$ cat src/rtl/lrb_pkg.sv
// Shared types, constants and rounding functions of the row builder.
package lrb_pkg;

   localparam int DEFAULT_MAX_NUM_ORDER = 16;
   localparam int DEFAULT_MAX_DEN_ORDER = 16;
   localparam int DEFAULT_CORDIC_STEPS  = 24;

   localparam int OPND_W      = 34;
   localparam int PROD_W      = 68;
   localparam int ACC_W       = 70;
   localparam int ORDER_W     = 5;
   localparam int COL_W       = 6;
   localparam int CSR_INDEX_W = 2;
   localparam int DATA_W      = 32;

   localparam logic [29:0]              INV_TWO_PI_Q32  = 30'd683565276;
   localparam logic signed [OPND_W-1:0] CORDIC_GAIN_Q30 = 34'sd652032874;
   localparam logic signed [OPND_W-1:0] ONE_Q30         = 34'sd1073741824;

   localparam logic [ORDER_W-1:0] RESET_NUM_ORDER     = 5'd1;
   localparam logic [ORDER_W-1:0] RESET_DEN_ORDER     = 5'd1;
   localparam logic [DATA_W-1:0]  RESET_SAMPLE_PERIOD = 32'd4294967;

   // arctan(2^-i) in turns, Q0.32, truncated
   localparam logic [31:0] ATAN_TURNS [32] = '{
      32'h20000000, 32'h12E4051D, 32'h09FB385B, 32'h051111D4, 32'h028B0D43, 32'h0145D7E1,
      32'h00A2F61E, 32'h00517C55, 32'h0028BE53, 32'h00145F2E, 32'h000A2F98, 32'h000517CC,
      32'h00028BE6, 32'h000145F3, 32'h0000A2F9, 32'h0000517C, 32'h000028BE, 32'h0000145F,
      32'h00000A2F, 32'h00000517, 32'h0000028B, 32'h00000145, 32'h000000A2, 32'h00000051,
      32'h00000028, 32'h00000014, 32'h0000000A, 32'h00000005, 32'h00000002, 32'h00000001,
      32'h00000000, 32'h00000000
   };

   typedef enum logic [CSR_INDEX_W-1:0] {
      CSR_NUM_ORDER     = 2'd0,
      CSR_DEN_ORDER     = 2'd1,
      CSR_SAMPLE_PERIOD = 2'd2
   } csr_index_type;

   typedef enum logic [2:0] {
      ST_IDLE,
      ST_PHASE,
      ST_CORDIC,
      ST_LOAD,
      ST_DENOM,
      ST_WEIGHT,
      ST_EMIT,
      ST_POWER
   } seq_state_type;

   typedef enum logic [1:0] {
      KIND_NUM,
      KIND_DEN,
      KIND_TGT
   } entry_kind_type;

   typedef enum logic [2:0] {
      ACC_HOLD,
      ACC_LOAD,
      ACC_ADD,
      ACC_SUB,
      ACC_NEG,
      ACC_LOAD_HI
   } acc_op_type;

   typedef struct packed {
      acc_op_type               op;
      logic signed [OPND_W-1:0] a;
      logic signed [OPND_W-1:0] b;
   } mac_cmd_type;

   typedef struct packed {
      logic [DATA_W-1:0] value;
      logic              clip;
   } wpart_type;

   // half-up rounding of a Q60 sum back to Q30
   function automatic logic signed [OPND_W-1:0] round30(input logic signed [ACC_W-1:0] acc);
      logic signed [ACC_W-1:0] s;
      s = acc + ACC_W'(536870912);
      s = s >>> 30;
      return s[OPND_W-1:0];
   endfunction

   // magnitude times weight, rounded half away from zero, then saturated
   function automatic wpart_type weight_round(input logic signed [ACC_W-1:0] acc,
                                              input logic neg);
      logic [ACC_W-1:0] s;
      logic [41:0]      r;
      logic signed [42:0] v;
      wpart_type        o;
      s = acc + ACC_W'(8388608);
      r = s[65:24];
      v = neg ? -$signed({1'b0, r}) : $signed({1'b0, r});
      if (v > 43'sd2147483647) begin
         o.value = 32'h7FFF_FFFF;
         o.clip  = 1'b1;
      end else if (v < -43'sd2147483648) begin
         o.value = 32'h8000_0000;
         o.clip  = 1'b1;
      end else begin
         o.value = v[31:0];
         o.clip  = 1'b0;
      end
      return o;
   endfunction

endpackage

$ cat src/rtl/lrb_mac.sv
// Shared signed multiplier with registered product and accumulator.
module lrb_mac (
   input  logic                                clock,
   input  logic                                reset,
   input  lrb_pkg::mac_cmd_type                cmd,
   output logic signed [lrb_pkg::PROD_W-1:0]   prod,
   output logic signed [lrb_pkg::ACC_W-1:0]    acc
);
   import lrb_pkg::*;

   logic signed [PROD_W-1:0] prod_ff;
   acc_op_type               op_ff;
   logic signed [ACC_W-1:0]  acc_ff;
   logic signed [ACC_W-1:0]  acc_in;
   logic signed [ACC_W-1:0]  prod_ext;

   assign prod_ext = {{(ACC_W-PROD_W){prod_ff[PROD_W-1]}}, prod_ff};

   always_comb begin
      unique case (op_ff)
         ACC_HOLD:    acc_in = acc_ff;
         ACC_LOAD:    acc_in = prod_ext;
         ACC_ADD:     acc_in = acc_ff + prod_ext;
         ACC_SUB:     acc_in = acc_ff - prod_ext;
         ACC_NEG:     acc_in = -prod_ext;
         ACC_LOAD_HI: acc_in = prod_ext <<< 24;
         default:     acc_in = acc_ff;
      endcase
   end

   always_ff @(posedge clock) begin
      if (reset) begin
         op_ff <= ACC_HOLD;
      end else begin
         op_ff <= cmd.op;
      end
      prod_ff <= cmd.a * cmd.b;
      acc_ff  <= acc_in;
   end

   assign prod = prod_ff;
   assign acc  = acc_ff;

endmodule

$ cat config.mk
export PLATFORM = sky130hd
export DESIGN_NAME = lrb_mac
export DESIGN_NICKNAME = d
export VERILOG_FILES = /design/src/rtl/lrb_pkg.sv /design/src/rtl/lrb_mac.sv
export SDC_FILE = /design/constraint.sdc
export NUM_CORES = 2
export LEC_CHECK = 0
export BUFFER_PORTS_ARGS = -buffer_cell sky130_fd_sc_hd__buf_2
export CORE_MARGIN = 4
export CORE_UTILIZATION = 25
export DETAILED_ROUTE_END_ITERATION = 12
export PLACE_DENSITY_LB_ADDON = 0.2
export SETUP_SLACK_MARGIN = 0.1
export SYNTH_ARGS = -nofsm -noshare
export SYNTH_HDL_FRONTEND = slang
export SYNTH_SLANG_ARGS = --single-unit
export TNS_END_PERCENT = 10
$ cat constraint.sdc
create_clock -name clock -period 13.6 [get_ports clock]
set_input_delay 2.72 -clock clock [delete_from_list [all_inputs] [get_ports clock]]
set_output_delay 2.72 -clock clock [all_outputs]
set_load 0.1 [all_outputs]
== Yosys cells after proc, flatten, opt, wreduce, memory -nomap -nowiden ==
Index checks and enable logic that the tools add are counted.

* Add/subtract/negate cells: 3
* $mul: 1
* Equal/unequal tests: 5
* Mux-type cells: 1
* Reduce and logical (&&, ||, !) cells: 1

{| class="wikitable"
|+ Operators with widths
! kind !! count
|-
| case mux 70 bit (5 select lines) || 1
|-
| adder 70 x 68 -> 70 bit || 1
|-
| negator 68 -> 70 bit || 1
|-
| subtractor 70 x 68 -> 70 bit || 1
|-
| multiplier 34 x 34 -> 68 bit || 1
|-
| == test 3 x 2 -> 1 bit, second input constant || 2
|-
| == test 3 bit, second input constant || 2
|-
| nonzero test 5 bit || 1
|-
| == test 3 x 1 -> 1 bit, second input constant || 1
|}

* Bits in registers: 141
* Output and inout bits: 138
* Word-level logic and storage cells: 14

== Logic depth before layout (Yosys ltp) ==
* Word-level depth: 2
* Depth in mapped cells: 31
* Mapped depth without buffers: 29

== Worst setup path before layout ==
No wires, ideal clock.

* Kind: input to register
* Start point: input cmd[67] in the netlist's numbering
* End point: register prod_ff[65], in the netlist prod[65]
* Library setup time: 72 ps
* Data arrival time: 10489 ps
* Slack: 3039 ps
* Stages: 27
* Path buffers: 2
* Cells stage by stage: clkbuf_1 > nand2_1 > inv_1 > fa_1 > inv_1 > fa_1 > inv_1 > fa_1 > inv_1 > fa_1 > inv_1 > fa_1 > fa_1 > fa_1 > fa_1 > ha_1 > clkbuf_1 > a21oi_1 > o21bai_1 > a21oi_1 > o21ai_0 > a31oi_1 > or3b_2 > o21ai_0 > o21bai_1 > a31oi_1 > xnor2_1

* Word-level cells in the longest chain between the ends: 1

{| class="wikitable"
|+ Ends and longest elaborated chain
! what !! line !! text
|-
| from (decl) || lrb_mac.sv:5 || <nowiki>input lrb_pkg::mac_cmd_type cmd,</nowiki>
|-
| multiplier 34 x 34 -> 68 bit || lrb_mac.sv:37 || <nowiki>prod_ff <= cmd.a * cmd.b;</nowiki>
|-
| to (signal assigned) || lrb_mac.sv:37 ||
|-
| to (decl) || lrb_mac.sv:11 || <nowiki>logic signed [PROD_W-1:0] prod_ff;</nowiki>
|}

Every way passes these cells.
A chain may end at the register's enable or synchronous reset.

== Worst setup path in the final report ==
* Start point: input cmd[59] in the netlist's numbering
* End point: register prod_ff[64], in the netlist prod[64]

The elaborated chain is that of the path after synthesis.

==> flow_summary.ini <==
[status]
status = completed

[yosys]
synth_top_area_frac = 0.463
synth_top_flop_cell = dfxtp_1
synth_fp_nets = 7647
synth_most_common_cell = fa_1
synth_top_family_by_area = adder cells
synth_compound_area_frac = 0.0855
syn_area_um2 = 53700
synth.avg_cell_area_um2 = 8.86
ys_seq_area_frac = 0.0656
synth_area_leader_cell = fa_1
synth_cell_types = 83
synthTopCellsByArea = fa_1 (46%), inv_1 (8.5%), and2_1 (6.6%)
synthXorXnorAreaFrac = 0.0348
ys_async_sr_fraction = 0
synth_edf_count = 70
synth_fa_ha_area_frac = 0.527
synth_common_cells = fa_1 (1242), inv_1 (1214), nand2_1 (748), and2_1 (570), clkbuf_1 (331)
synth.area.mux_share = 0.00436
synthSimpleGateAreaFrac = 0.172
syn-instance-count = 6058
synth_seq_cells = 141
ys.warnings.count = 0

[sta]
relSlewSlack = 0.166
finalHoldViolations = 0
fin_crit_ns = 11.25
setup-violations-final = 0
finalCritPeriodShare = 0.827
skew_ns = 0.0113
tns_ns = 0
rsz0062_at_grt = no
drv_slew = 0
tightest_slew_ns = 1.25
max_freq_mhz = 88.9

[worst_hold_path]
min_path_type = reg2reg
worstHoldPathCells = 3
min_to = acc[13]$_DFFE_PP_
min-delay-start = prod[13]$_DFF_P_

[setup_path]
crit_required_ns = 13.94
cp-end-kind = flop
slowest_delay_ns = 0.64
critPathMaxFanout = 21
crit_family = adder cells
path_buf_inv = 7
worstReg2RegEnd = acc[66]$_DFFE_PP_
cp_common_cell = fa_1
reg2reg_depth = 19
cp-start-kind = input port
r2r-start = prod[0]$_DFF_P_
critPathArrivalTime_ns = 11.59
ff2ff_setup_slack_ns = 6.37
crit_slowest_cell = fa_1
crit_type = in2reg

[clocking]
hold_buffers = 0
tritoncts = yes
cts.clk_slew.worst_paths_ns = 0.07
cts_sinks = 141
cts_buffers = 17
clk-insertion-delay-late_ns = 0.47
cts_setup_buffers = 0
cts_root_buf = clkbuf_16
cts_buffer_depth = 2
post_cts_resized = 0
h-tree-depth = 4

[final_layout]
finalNetCount = 7572
n_fill_cell = 23100
seqCellArea_um2 = 3530
syn2layout_area_growth_pct = 7.89
multi_input_area_um2 = 44200
drive_gt1_frac = 0.0579

[placement]
dp_hpwl_um = 159000
globalplace.congestion = 0.915
portBuffers = 210

[global_routing]
grt_overflow = 0
grt_usage = 0.182
grt_pass1_wl_um = 304000
grt_max_degree = 60
grt_pass1_vias = 44800
antenna_found_initial = 21

[flow_run]
cap_violations = 0

[floorplanning]
die_w_um = 471
fp-row-count = 169
die-area_um2 = 222000
ios = 211
start_util = 0.252
core_um2 = 213000
die_height_um = 471

[route]
ant_nets = 0
dr.first_iter.drc_count = 3257
routed_wl_um = 204000
wire_per_inst_um = 23.1
via_per_inst = 4.75
drc = 0
dr.pass1.iters = 5
num_vias = 41900
==> tightest hold or removal path: stages (launching register included) <==
cell and delay (ns):
dfxtp_1 0.31, buf_4 0.21, a21oi_1 0.09, o21ai_0 0.06
==> cell usage in the layout (no fill, tap or decap), types with 44 or more instances in the layout <==
master	count
o21ai_0	146
nor2_1	221
ha_1	273
nand2_1	747
inv_1	1214
a21o_1	69
nand4_1	47
and2_1	570
nor3_1	64
xor2_1	70
buf_2	210
dfxtp_1	68
nand3_1	44
edfxtp_1	70
a21oi_1	238
buf_4	58
xnor2_1	143
fa_1	1241
==> routing by layer <==
metal  wire length, um  vias up  GRT usage
li1                  -    18300          -
met1            100000    22000      0.277
met2             86700     1493      0.276
met3             14200      150     0.0297
met4              2790       10     0.0267
met5                62        -          0
==> final cells by class <==
type | instances | area share
multi-input combinational | 4338 | 0.764
inverter | 1217 | 0.0789
sequential | 141 | 0.0610
tap | 2821 | 0.0610
timing repair buffer | 268 | 0.0257
clock buffer | 20 | 0.00771
clock inverter | 12 | 0.00188
antenna | 6 | 0.000259
==> per-stage QoR <==
step	area (um^2)	hold slack [ns]	instances	utilization	setup WS, ns
after floorplan	53700	0.688	6058	-	3.04
after global placement	57300	0.780	8785	0.270	1.83
after detailed placement	57300	0.797	8785	0.270	1.81
after CTS	57900	0.822	8817	0.272	2.31
after global routing	57900	0.862	8818	0.272	1.85
final	57900	0.792	8823	0.272	2.35
==> state kept, by name, summed over array words and instances (netlist names) <==
register  flops
acc          70
prod         68
op_ff         3
==> cell families after synthesis <==
kind of cell,Yosys count
compound gates,730
xor+xnor,213
fa+ha+maj,1516
buf+inv,1579
simple gates,1856
mux,23
flops,141
==> worst max path at each step <==
stage,from,to,depth (start not counted)
4_1_cts,cmd[59],prod[64]$_DFF_P_,27
3_5_place_dp,cmd[59],prod[64]$_DFF_P_,27
6_report,cmd[59],prod[64]$_DFF_P_,27
5_1_grt,cmd[59],prod[64]$_DFF_P_,27
3_3_place_gp,cmd[59],prod[64]$_DFF_P_,27
2_1_floorplan,cmd[67],prod[65]$_DFF_P_,27
Power is left out: the tool's default activity adds up to more than one toggle a clock period on the data nets, which glitch-free logic cannot reach.
