$ cat src/rtl/lrb_pkg.sv
// Shared types, constants and rounding functions of the row builder.
package lrb_pkg;

   localparam int DEFAULT_MAX_NUM_ORDER = 16;
   localparam int DEFAULT_MAX_DEN_ORDER = 16;
   localparam int DEFAULT_CORDIC_STEPS  = 24;

   localparam int OPND_W      = 34;
   localparam int PROD_W      = 68;
   localparam int ACC_W       = 70;
   localparam int ORDER_W     = 5;
   localparam int COL_W       = 6;
   localparam int CSR_INDEX_W = 2;
   localparam int DATA_W      = 32;

   localparam logic [29:0]              INV_TWO_PI_Q32  = 30'd683565276;
   localparam logic signed [OPND_W-1:0] CORDIC_GAIN_Q30 = 34'sd652032874;
   localparam logic signed [OPND_W-1:0] ONE_Q30         = 34'sd1073741824;

   localparam logic [ORDER_W-1:0] RESET_NUM_ORDER     = 5'd1;
   localparam logic [ORDER_W-1:0] RESET_DEN_ORDER     = 5'd1;
   localparam logic [DATA_W-1:0]  RESET_SAMPLE_PERIOD = 32'd4294967;

   // arctan(2^-i) in turns, Q0.32, truncated
   localparam logic [31:0] ATAN_TURNS [32] = '{
      32'h20000000, 32'h12E4051D, 32'h09FB385B, 32'h051111D4, 32'h028B0D43, 32'h0145D7E1,
      32'h00A2F61E, 32'h00517C55, 32'h0028BE53, 32'h00145F2E, 32'h000A2F98, 32'h000517CC,
      32'h00028BE6, 32'h000145F3, 32'h0000A2F9, 32'h0000517C, 32'h000028BE, 32'h0000145F,
      32'h00000A2F, 32'h00000517, 32'h0000028B, 32'h00000145, 32'h000000A2, 32'h00000051,
      32'h00000028, 32'h00000014, 32'h0000000A, 32'h00000005, 32'h00000002, 32'h00000001,
      32'h00000000, 32'h00000000
   };

   typedef enum logic [CSR_INDEX_W-1:0] {
      CSR_NUM_ORDER     = 2'd0,
      CSR_DEN_ORDER     = 2'd1,
      CSR_SAMPLE_PERIOD = 2'd2
   } csr_index_type;

   typedef enum logic [2:0] {
      ST_IDLE,
      ST_PHASE,
      ST_CORDIC,
      ST_LOAD,
      ST_DENOM,
      ST_WEIGHT,
      ST_EMIT,
      ST_POWER
   } seq_state_type;

   typedef enum logic [1:0] {
      KIND_NUM,
      KIND_DEN,
      KIND_TGT
   } entry_kind_type;

   typedef enum logic [2:0] {
      ACC_HOLD,
      ACC_LOAD,
      ACC_ADD,
      ACC_SUB,
      ACC_NEG,
      ACC_LOAD_HI
   } acc_op_type;

   typedef struct packed {
      acc_op_type               op;
      logic signed [OPND_W-1:0] a;
      logic signed [OPND_W-1:0] b;
   } mac_cmd_type;

   typedef struct packed {
      logic [DATA_W-1:0] value;
      logic              clip;
   } wpart_type;

   // half-up rounding of a Q60 sum back to Q30
   function automatic logic signed [OPND_W-1:0] round30(input logic signed [ACC_W-1:0] acc);
      logic signed [ACC_W-1:0] s;
      s = acc + ACC_W'(536870912);
      s = s >>> 30;
      return s[OPND_W-1:0];
   endfunction

   // magnitude times weight, rounded half away from zero, then saturated
   function automatic wpart_type weight_round(input logic signed [ACC_W-1:0] acc,
                                              input logic neg);
      logic [ACC_W-1:0] s;
      logic [41:0]      r;
      logic signed [42:0] v;
      wpart_type        o;
      s = acc + ACC_W'(8388608);
      r = s[65:24];
      v = neg ? -$signed({1'b0, r}) : $signed({1'b0, r});
      if (v > 43'sd2147483647) begin
         o.value = 32'h7FFF_FFFF;
         o.clip  = 1'b1;
      end else if (v < -43'sd2147483648) begin
         o.value = 32'h8000_0000;
         o.clip  = 1'b1;
      end else begin
         o.value = v[31:0];
         o.clip  = 1'b0;
      end
      return o;
   endfunction

endpackage

$ cat src/rtl/lrb_cordic.sv
// Iterative rotation-mode CORDIC, one step per cycle.
module lrb_cordic #(
   parameter int CORDIC_STEPS = lrb_pkg::DEFAULT_CORDIC_STEPS
) (
   input  logic                                clock,
   input  logic                                reset,
   input  logic                                start,
   input  logic signed [lrb_pkg::OPND_W-1:0]   angle,
   output logic                                done,
   output logic signed [lrb_pkg::OPND_W-1:0]   x_out,
   output logic signed [lrb_pkg::OPND_W-1:0]   y_out
);
   import lrb_pkg::*;

   localparam int CNT_W = $clog2(CORDIC_STEPS);

   logic                     busy_ff;
   logic                     done_ff;
   logic [CNT_W-1:0]         cnt_ff;
   logic signed [OPND_W-1:0] x_ff, y_ff, z_ff;
   logic signed [OPND_W-1:0] dx, dy, da;
   logic                     final_step;

   assign dx         = y_ff >>> cnt_ff;
   assign dy         = x_ff >>> cnt_ff;
   assign da         = $signed({2'b00, ATAN_TURNS[5'(cnt_ff)]});
   assign final_step = (cnt_ff == CNT_W'(CORDIC_STEPS - 1));

   always_ff @(posedge clock) begin
      if (reset) begin
         busy_ff <= 1'b0;
         done_ff <= 1'b0;
         cnt_ff  <= '0;
      end else begin
         done_ff <= busy_ff && final_step;
         if (start) begin
            busy_ff <= 1'b1;
            cnt_ff  <= '0;
         end else if (busy_ff) begin
            busy_ff <= !final_step;
            cnt_ff  <= cnt_ff + CNT_W'(1);
         end
      end
      if (start) begin
         x_ff <= CORDIC_GAIN_Q30;
         y_ff <= '0;
         z_ff <= angle;
      end else if (busy_ff) begin
         if (!z_ff[OPND_W-1]) begin
            x_ff <= x_ff - dx;
            y_ff <= y_ff + dy;
            z_ff <= z_ff - da;
         end else begin
            x_ff <= x_ff + dx;
            y_ff <= y_ff - dy;
            z_ff <= z_ff + da;
         end
      end
   end

   assign done  = done_ff;
   assign x_out = x_ff;
   assign y_out = y_ff;

endmodule

$ cat config.mk
export PLATFORM = sky130hd
export DESIGN_NAME = lrb_cordic
export DESIGN_NICKNAME = d
export VERILOG_FILES = /design/src/rtl/lrb_pkg.sv /design/src/rtl/lrb_cordic.sv
export SDC_FILE = /design/constraint.sdc
export NUM_CORES = 1
export LEC_CHECK = 0
export ABC_AREA = 1
export BUFFER_PORTS_ARGS = -buffer_cell sky130_fd_sc_hd__buf_2
export CORE_ASPECT_RATIO = 1.4
export CORE_MARGIN = 2
export CORE_UTILIZATION = 43
export DETAILED_ROUTE_END_ITERATION = 8
export SKIP_CTS_REPAIR_TIMING = 1
export SYNTH_ARGS = -nofsm -noshare
export SYNTH_HDL_FRONTEND = slang
export SYNTH_SLANG_ARGS = --single-unit
$ cat constraint.sdc
create_clock -name clock -period 4.1 [get_ports clock]
set_input_delay 0.82 -clock clock [delete_from_list [all_inputs] [get_ports clock]]
set_output_delay 0.82 -clock clock [all_outputs]
set_load 0.03 [all_outputs]
======== Word level (Yosys, flattened, before mapping) ========
Memory sizes are Yosys's and may differ from the RTL's.
Index checks and enable logic that the tools add are counted.
storage, ports and cells
  memories ................................ 1
  input port bits ......................... 37
  output and inout bits ................... 69
  ROM bits ................................ 1024
  logic and storage cells ................. 32
  register bits after elaboration ......... 109
operators by class
  add/sub/neg operators ................... 7
  multiplexer cells ....................... 9
  bitwise logic cells ..................... 1
  shift operators ......................... 2
  equality and inequality tests ........... 1
  $lt $le $gt $ge ......................... 1
  reduce and logical (&&, ||, !) cells .... 4
memories
  memory            words  width  read ports  clocked after Yosys merged registers in  wr ports  RTL line          text
  (name not given)  32     32     1           0                                        0         lrb_cordic.sv:26  assign da = $signed({2'b00, ATAN_TURNS[5'(cnt_ff)]});
operators with widths
  cell                                          number
  two-way mux 34 bit                            5
  adder 34 bit                                  2
  >>> shifter 34 x 5 -> 34 bit                  2
  subtractor 34 bit                             2
  two-way mux 32 bit                            2
  adder 34 x 33 -> 34 bit                       1
  subtractor 34 x 33 -> 34 bit                  1
  >= comparator 6 bit (second input constant)   1
  inverter 5 -> 6 bit                           1
  adder 5 x 1 -> 5 bit (second input constant)  1
  == test 5 bit (second input constant)         1
  two-way mux 1 bit                             2
  nonzero test 2 bit                            1
  OR reduction 2 bit                            1
  logical AND 1 bit                             1
  zero test 1 bit                               1

======== Longest topological paths before layout ========
  depth after elaboration ................. 8
  gate-level depth with buffers ........... 38
  depth with buffers taken out ............ 37

======== Least setup slack after synthesis ========
No wires, ideal clock.
  path type ............................... flip-flop to flip-flop
  from .................................... register cnt_ff[0]
  to ...................................... register z_ff[24], data pin
  stages on the path, launching flop included .. 29
  period minus slack after synthesis ...... 4305 ps
  buffers on the path ..................... 2
  setup time .............................. 254 ps
  slack ................................... -205 ps
  data arrival time ....................... 4051 ps
  path through ............................ dfxtp_1 -> inv_2 -> buf_6 -> buf_6 -> ha_1 -> o21ai_1 -> o22ai_1 -> a211oi_2 -> nand2_1 -> nor2_1 -> nand3_1 -> nor2_2 -> nand2_2 -> nand2_1 -> xor2_1 -> inv_1 -> ha_1 -> a21oi_1 -> inv_1 -> a31oi_1 -> a21boi_0 -> inv_1 -> nand2_1 -> nand2_1 -> a21oi_1 -> o21ai_0 -> or2_2 -> nand3_1 -> nand2_1
between the ends
  word-level cells in the longest chain between the ends .. 8
  elaborated cells on any way between the ends .. 9
ends and longest elaborated chain
  element                                                                  RTL line                            text
  start, declared                                                          lrb_cordic.sv:19                    logic [CNT_W-1:0] cnt_ff;
  start signal, assigned                                                   lrb_cordic.sv:41                    cnt_ff <= cnt_ff + CNT_W'(1);
  inverter 5 -> 6 bit (implied by the code) *                              lrb_cordic.sv:26
  memory (32 x 32 bit) *                                                   n/a
  two-way mux 32 bit (implied by the code) * (2 in a row)                  lrb_cordic.sv:26
  subtractor 34 x 33 -> 34 bit or adder 34 x 33 -> 34 bit (tied branches)  lrb_cordic.sv:52, lrb_cordic.sv:56
  two-way mux 34 bit *                                                     lrb_cordic.sv:49                    if (!z_ff[OPND_W-1]) begin
  two-way mux 34 bit *                                                     lrb_cordic.sv:48                    end else if (busy_ff) begin
  two-way mux 34 bit *                                                     lrb_cordic.sv:44                    if (start) begin
  end signal, assigned                                                     lrb_cordic.sv:47                    z_ff <= angle;
  end signal, assigned                                                     lrb_cordic.sv:52                    z_ff <= z_ff - da;
  end signal, assigned                                                     lrb_cordic.sv:56                    z_ff <= z_ff + da;
  end, declared                                                            lrb_cordic.sv:20                    logic signed [OPND_W-1:0] x_ff, y_ff, z_ff;
Every way passes the cells marked *; elsewhere a longest branch is shown, timed or not. The select of a mux whose other input is x is not followed.
A chain may end at the register's enable or synchronous reset.

======== Final worst setup path ========
  from .................................... register cnt_ff[0]
  to ...................................... register x_ff[30], in the netlist x_out[30]
between the ends
  word-level cells in the longest chain between the ends .. 3
  elaborated cells on any way between the ends .. 4
ends and longest elaborated chain
  element                                            RTL line                            text
  >>> shifter 34 x 5 -> 34 bit *                     lrb_cordic.sv:24                    assign dx = y_ff >>> cnt_ff;
  subtractor 34 bit or adder 34 bit (tied branches)  lrb_cordic.sv:50, lrb_cordic.sv:54
  two-way mux 34 bit *                               lrb_cordic.sv:49
  end signal, assigned                               lrb_cordic.sv:50                    x_ff <= x_ff - dx;
  end signal, assigned                               lrb_cordic.sv:54                    x_ff <= x_ff + dx;
  end, declared                                      lrb_cordic.sv:20
Every way passes the cells marked *; elsewhere a longest branch is shown, timed or not.

==> results_dict.tcl <==
set metrics [dict create \
    outcome "finished, violations left" \
    violations "negative setup slack" \
    synthArstFlopShare_pct 0 \
    antenna_violating_nets_post_route 0 \
    num_io_pins 106 \
    worst_min_delay_path_category "flop to flop" \
    dominant_combinational_cell_family_by_area_after_synthesis "simple AND/OR/NAND/NOR gates" \
    die_w_um 168 \
    first_pass_iters 5 \
    p_per_area_mw_per_mm2 694 \
    achievable-frequency_ghz 0.217 \
    synth_seq_area_share_pct 15.6 \
    core.rowCount 84 \
    grt_antenna_before_repair 0 \
    timing.critical_path.slowest_cell_delay_ns 0.43 \
    route.detailed.wl_per_inst_um 17.9 \
    first_global_vias 20617 \
    final_layout_size_suffix_gt1_share_pct 44.5 \
    globalRouteOverflowTotal 0 \
    clkLatencyLatePin_ns 0.41 \
    synthDistinctLibCells 57 \
    cp_data_arrival_time_ns 4.92 \
    critical_path_class "flop to flop" \
    synth_top_cell_by_area "sky130_fd_sc_hd__nand2_1" \
    required_time_at_the_endpoint_of_the_critical_path_ns 4.40 \
    dominantRegCellSynth "sky130_fd_sc_hd__dfxtp_1" \
    leakagePower_uw 0.0135 \
    vertical_extent_of_the_die_um 233 \
    mappedNetlistNets 2938 \
    die_area_mm2 0.0392 \
    fin_nets 3773 \
    synth_area_leaders "sky130_fd_sc_hd__nand2_1 20%, sky130_fd_sc_hd__nand3_1 12%, sky130_fd_sc_hd__dfxtp_1 9.3%, sky130_fd_sc_hd__ha_1 8.6%, sky130_fd_sc_hd__nor2_1 6.3%" \
    rsz0062_at_grt "true" \
    timing.critical_path.fanout_max 8 \
    gr-usage-all-layers_pct 32.9 \
    dp_hpwl_mm 53.6 \
    placement.io_buffers 105 \
    synth_area_per_cell_um2 5.80 \
    dp_worst_setup_slack_ns -0.653 \
    dr.first_iter.drc_count 1518 \
    crit_path_frequent_cell "sky130_fd_sc_hd__nand2_2" \
    num_antenna_cells 0 \
    placed_area_mm2 0.0223 \
    worst_path_max_delay_cell "sky130_fd_sc_hd__dfxtp_4" \
    setup-violations-final 59 \
    clk_pin_slew_worst_paths_ns 0.09 \
    drt-total-wl_mm 73.4 \
    placeableCoreArea_mm2 0.0373 \
    cts_tree "done" \
    cp-end-kind "flop" \
    synth_xor_area_share_pct 6.23 \
    post_synth_fa_ha_maj_area_fraction_pct 8.97 \
    gp_congestion 1.01 \
    post_route_minimum_period_ns 4.62 \
    critPathLaunchType "flop" \
    clock_tree.root_cell "sky130_fd_sc_hd__clkbuf_16" \
    synth_enable_flop_cells 34 \
    drv.max_cap_violation_count 0 \
    timing.reg2reg.setup_slack_ns -0.52 \
    worst_clock_skew_ns 0.0151 \
    worst_slew_pin_slew_ns 0.745 \
    finalWorstSetupSlack_ns -0.518 \
    synth_compound_gate_area_share_pct 15.0 \
    yosys_register_bits 109 \
    grt_first_pass_wirelength_mm 103 \
    yosys.area.top_type_share_pct 19.5 \
    grt_start_max_net_pins 51 \
    netlist_area_mm2 0.0162 \
    numCtsBuffers 9 \
    post_synth_and_or_nand_nor_area_fraction_pct 44.2 \
    power.ir.vdd_worst_mv 0.515 \
    syn_to_final_growth_pct 64.7 \
    post_drt_via_cell_ratio 5.45 \
    clk_path_buf_depth 2 \
    fin_crit_sh_pct 113 \
    synth.area.mux_share_pct 0 \
    syn-instance-count 2787 \
    hold_vio_cnt_final 0 \
    floorplan.initialDensity_pct 43.3 \
    number_of_clock_sinks_seen_by_cts 109 \
    yosys.cell_count.top_type "sky130_fd_sc_hd__nand2_1" \
    post_layout_instance_area_mm2 0.0266 \
    worst_max_slew_margin_expressed_relative_to_the_limit_pct 50.3 \
    h-tree-depth 3 \
    report.final.slew_viol_count 0 \
    drc 0 \
    vias 22339 \
    yosys-top-cells-count "841 x sky130_fd_sc_hd__nand2_1, 374 x sky130_fd_sc_hd__nand3_1, 273 x sky130_fd_sc_hd__nor2_1, 246 x sky130_fd_sc_hd__inv_1, 173 x sky130_fd_sc_hd__a21oi_1" \
    yosys_warnings 0 \
]
## state kept, by name, indices dropped and copies added, names as in the netlist
name,flops
busy_ff,1
y_out,34
cnt_ff,5
x_out,34
z_ff,34
done,1
## routing by layer
metal | GRT usage [%] | up-vias | part of all wire (%)
met5 | 0 | - | 0
met2 | 57.5 | 788 | 49
met4 | 17.6 | 0 | 5.6
met3 | 3.35 | 243 | 4.6
li1 | - | 10894 | -
met1 | 39.8 | 10414 | 40
## path summary, 6_finish.rpt
kind | startpoint | endpoint | cells past startpoint
worst max-delay path | cnt_ff[0]$_SDFFE_PP0P_ | x_out[30]$_SDFFE_PP0P_ | 34
worst min-delay path | x_out[1]$_SDFFE_PP1P_ | x_out[1]$_SDFFE_PP1P_ | 2
worst max register to register | cnt_ff[0]$_SDFFE_PP0P_ | x_out[30]$_SDFFE_PP0P_ | 34
worst min register to register | x_out[1]$_SDFFE_PP1P_ | x_out[1]$_SDFFE_PP1P_ | 2
## layout make-up
class,count,area (um2)
multi-input combinational,2305,14900
fill,3165,10700
timing repair buffer,937,7270
sequential,109,2530
inverter,260,998
tap,473,592
clock buffer,11,254
clock inverter,5,47.5
## logic make-up (layout without fill, tap and decap cells)
logic type,after synthesis,count (layout)
AND/OR/NAND/NOR,1649,1649
adder cells (fa/ha/maj),114,114
buffers and inverters,373,1213
AO/OA/AOI/OAI,427,427
flip-flops,109,109
XOR/XNOR,115,115
## metrics by stage
step	setup TNS [ns]	hold slack, ns	util [%]	std cells	power, uW
final	-15.95	0.506	71.3	4100	18500
after global routing	-29.73	0.525	71.3	4100	19700
after CTS	-25.72	0.506	60.6	3996	15100
after detailed placement	-23.06	0.488	59.8	3980	14100
after global placement	-20.09	0.475	59.8	3980	13900
after floorplan	0	0.612	-	2787	8320
## report_power, final
| group | leakage [uW] | switching (uW) | internal (uW) |
|---|---|---|---|
| Clock | 0.000145 | 547 | 465 |
| Sequential | 0.000967 | 305 | 1440 |
| Combinational | 0.0124 | 8240 | 7480 |
| Total | 0.0135 | 9090 | 9390 |
## critical path, delay by kind of cell (launching register included)
family	cells	cell delay, ns
buffers and inverters	9	0.93
AOI/OAI and AO/OA	4	0.56
adders and majority gates	2	0.41
DFF	1	0.43
xor gates and xnor gates	1	0.14
and+or+nand+nor	18	2.01
## cell usage in the layout, fill, tap and decap left out, types with 13 or more instances in the layout
cell	instances
sky130_fd_sc_hd__nand2_4	21
sky130_fd_sc_hd__buf_6	40
sky130_fd_sc_hd__o211ai_1	14
sky130_fd_sc_hd__nand2_2	147
sky130_fd_sc_hd__ha_4	33
sky130_fd_sc_hd__xnor2_2	14
sky130_fd_sc_hd__nand2_1	708
sky130_fd_sc_hd__inv_2	40
sky130_fd_sc_hd__clkbuf_16	17
sky130_fd_sc_hd__nand3_2	129
sky130_fd_sc_hd__buf_2	105
sky130_fd_sc_hd__ha_1	74
sky130_fd_sc_hd__a21oi_1	104
sky130_fd_sc_hd__o21ai_0	75
sky130_fd_sc_hd__inv_1	212
sky130_fd_sc_hd__o21ai_1	46
sky130_fd_sc_hd__o21ai_2	25
sky130_fd_sc_hd__nor2_2	38
sky130_fd_sc_hd__edfxtp_1	34
sky130_fd_sc_hd__xor2_1	58
sky130_fd_sc_hd__or2_4	16
sky130_fd_sc_hd__dfxtp_1	70
sky130_fd_sc_hd__nand3_1	246
sky130_fd_sc_hd__nand3_4	13
sky130_fd_sc_hd__a21oi_2	62
sky130_fd_sc_hd__nor3_1	17
sky130_fd_sc_hd__nor2_1	223
sky130_fd_sc_hd__nor2_4	30
sky130_fd_sc_hd__a21o_1	16
sky130_fd_sc_hd__buf_12	15
sky130_fd_sc_hd__xnor2_1	30
sky130_fd_sc_hd__buf_4	766
sky130_fd_sc_hd__nand4_1	20
Power figures use the tool's default switching activity.
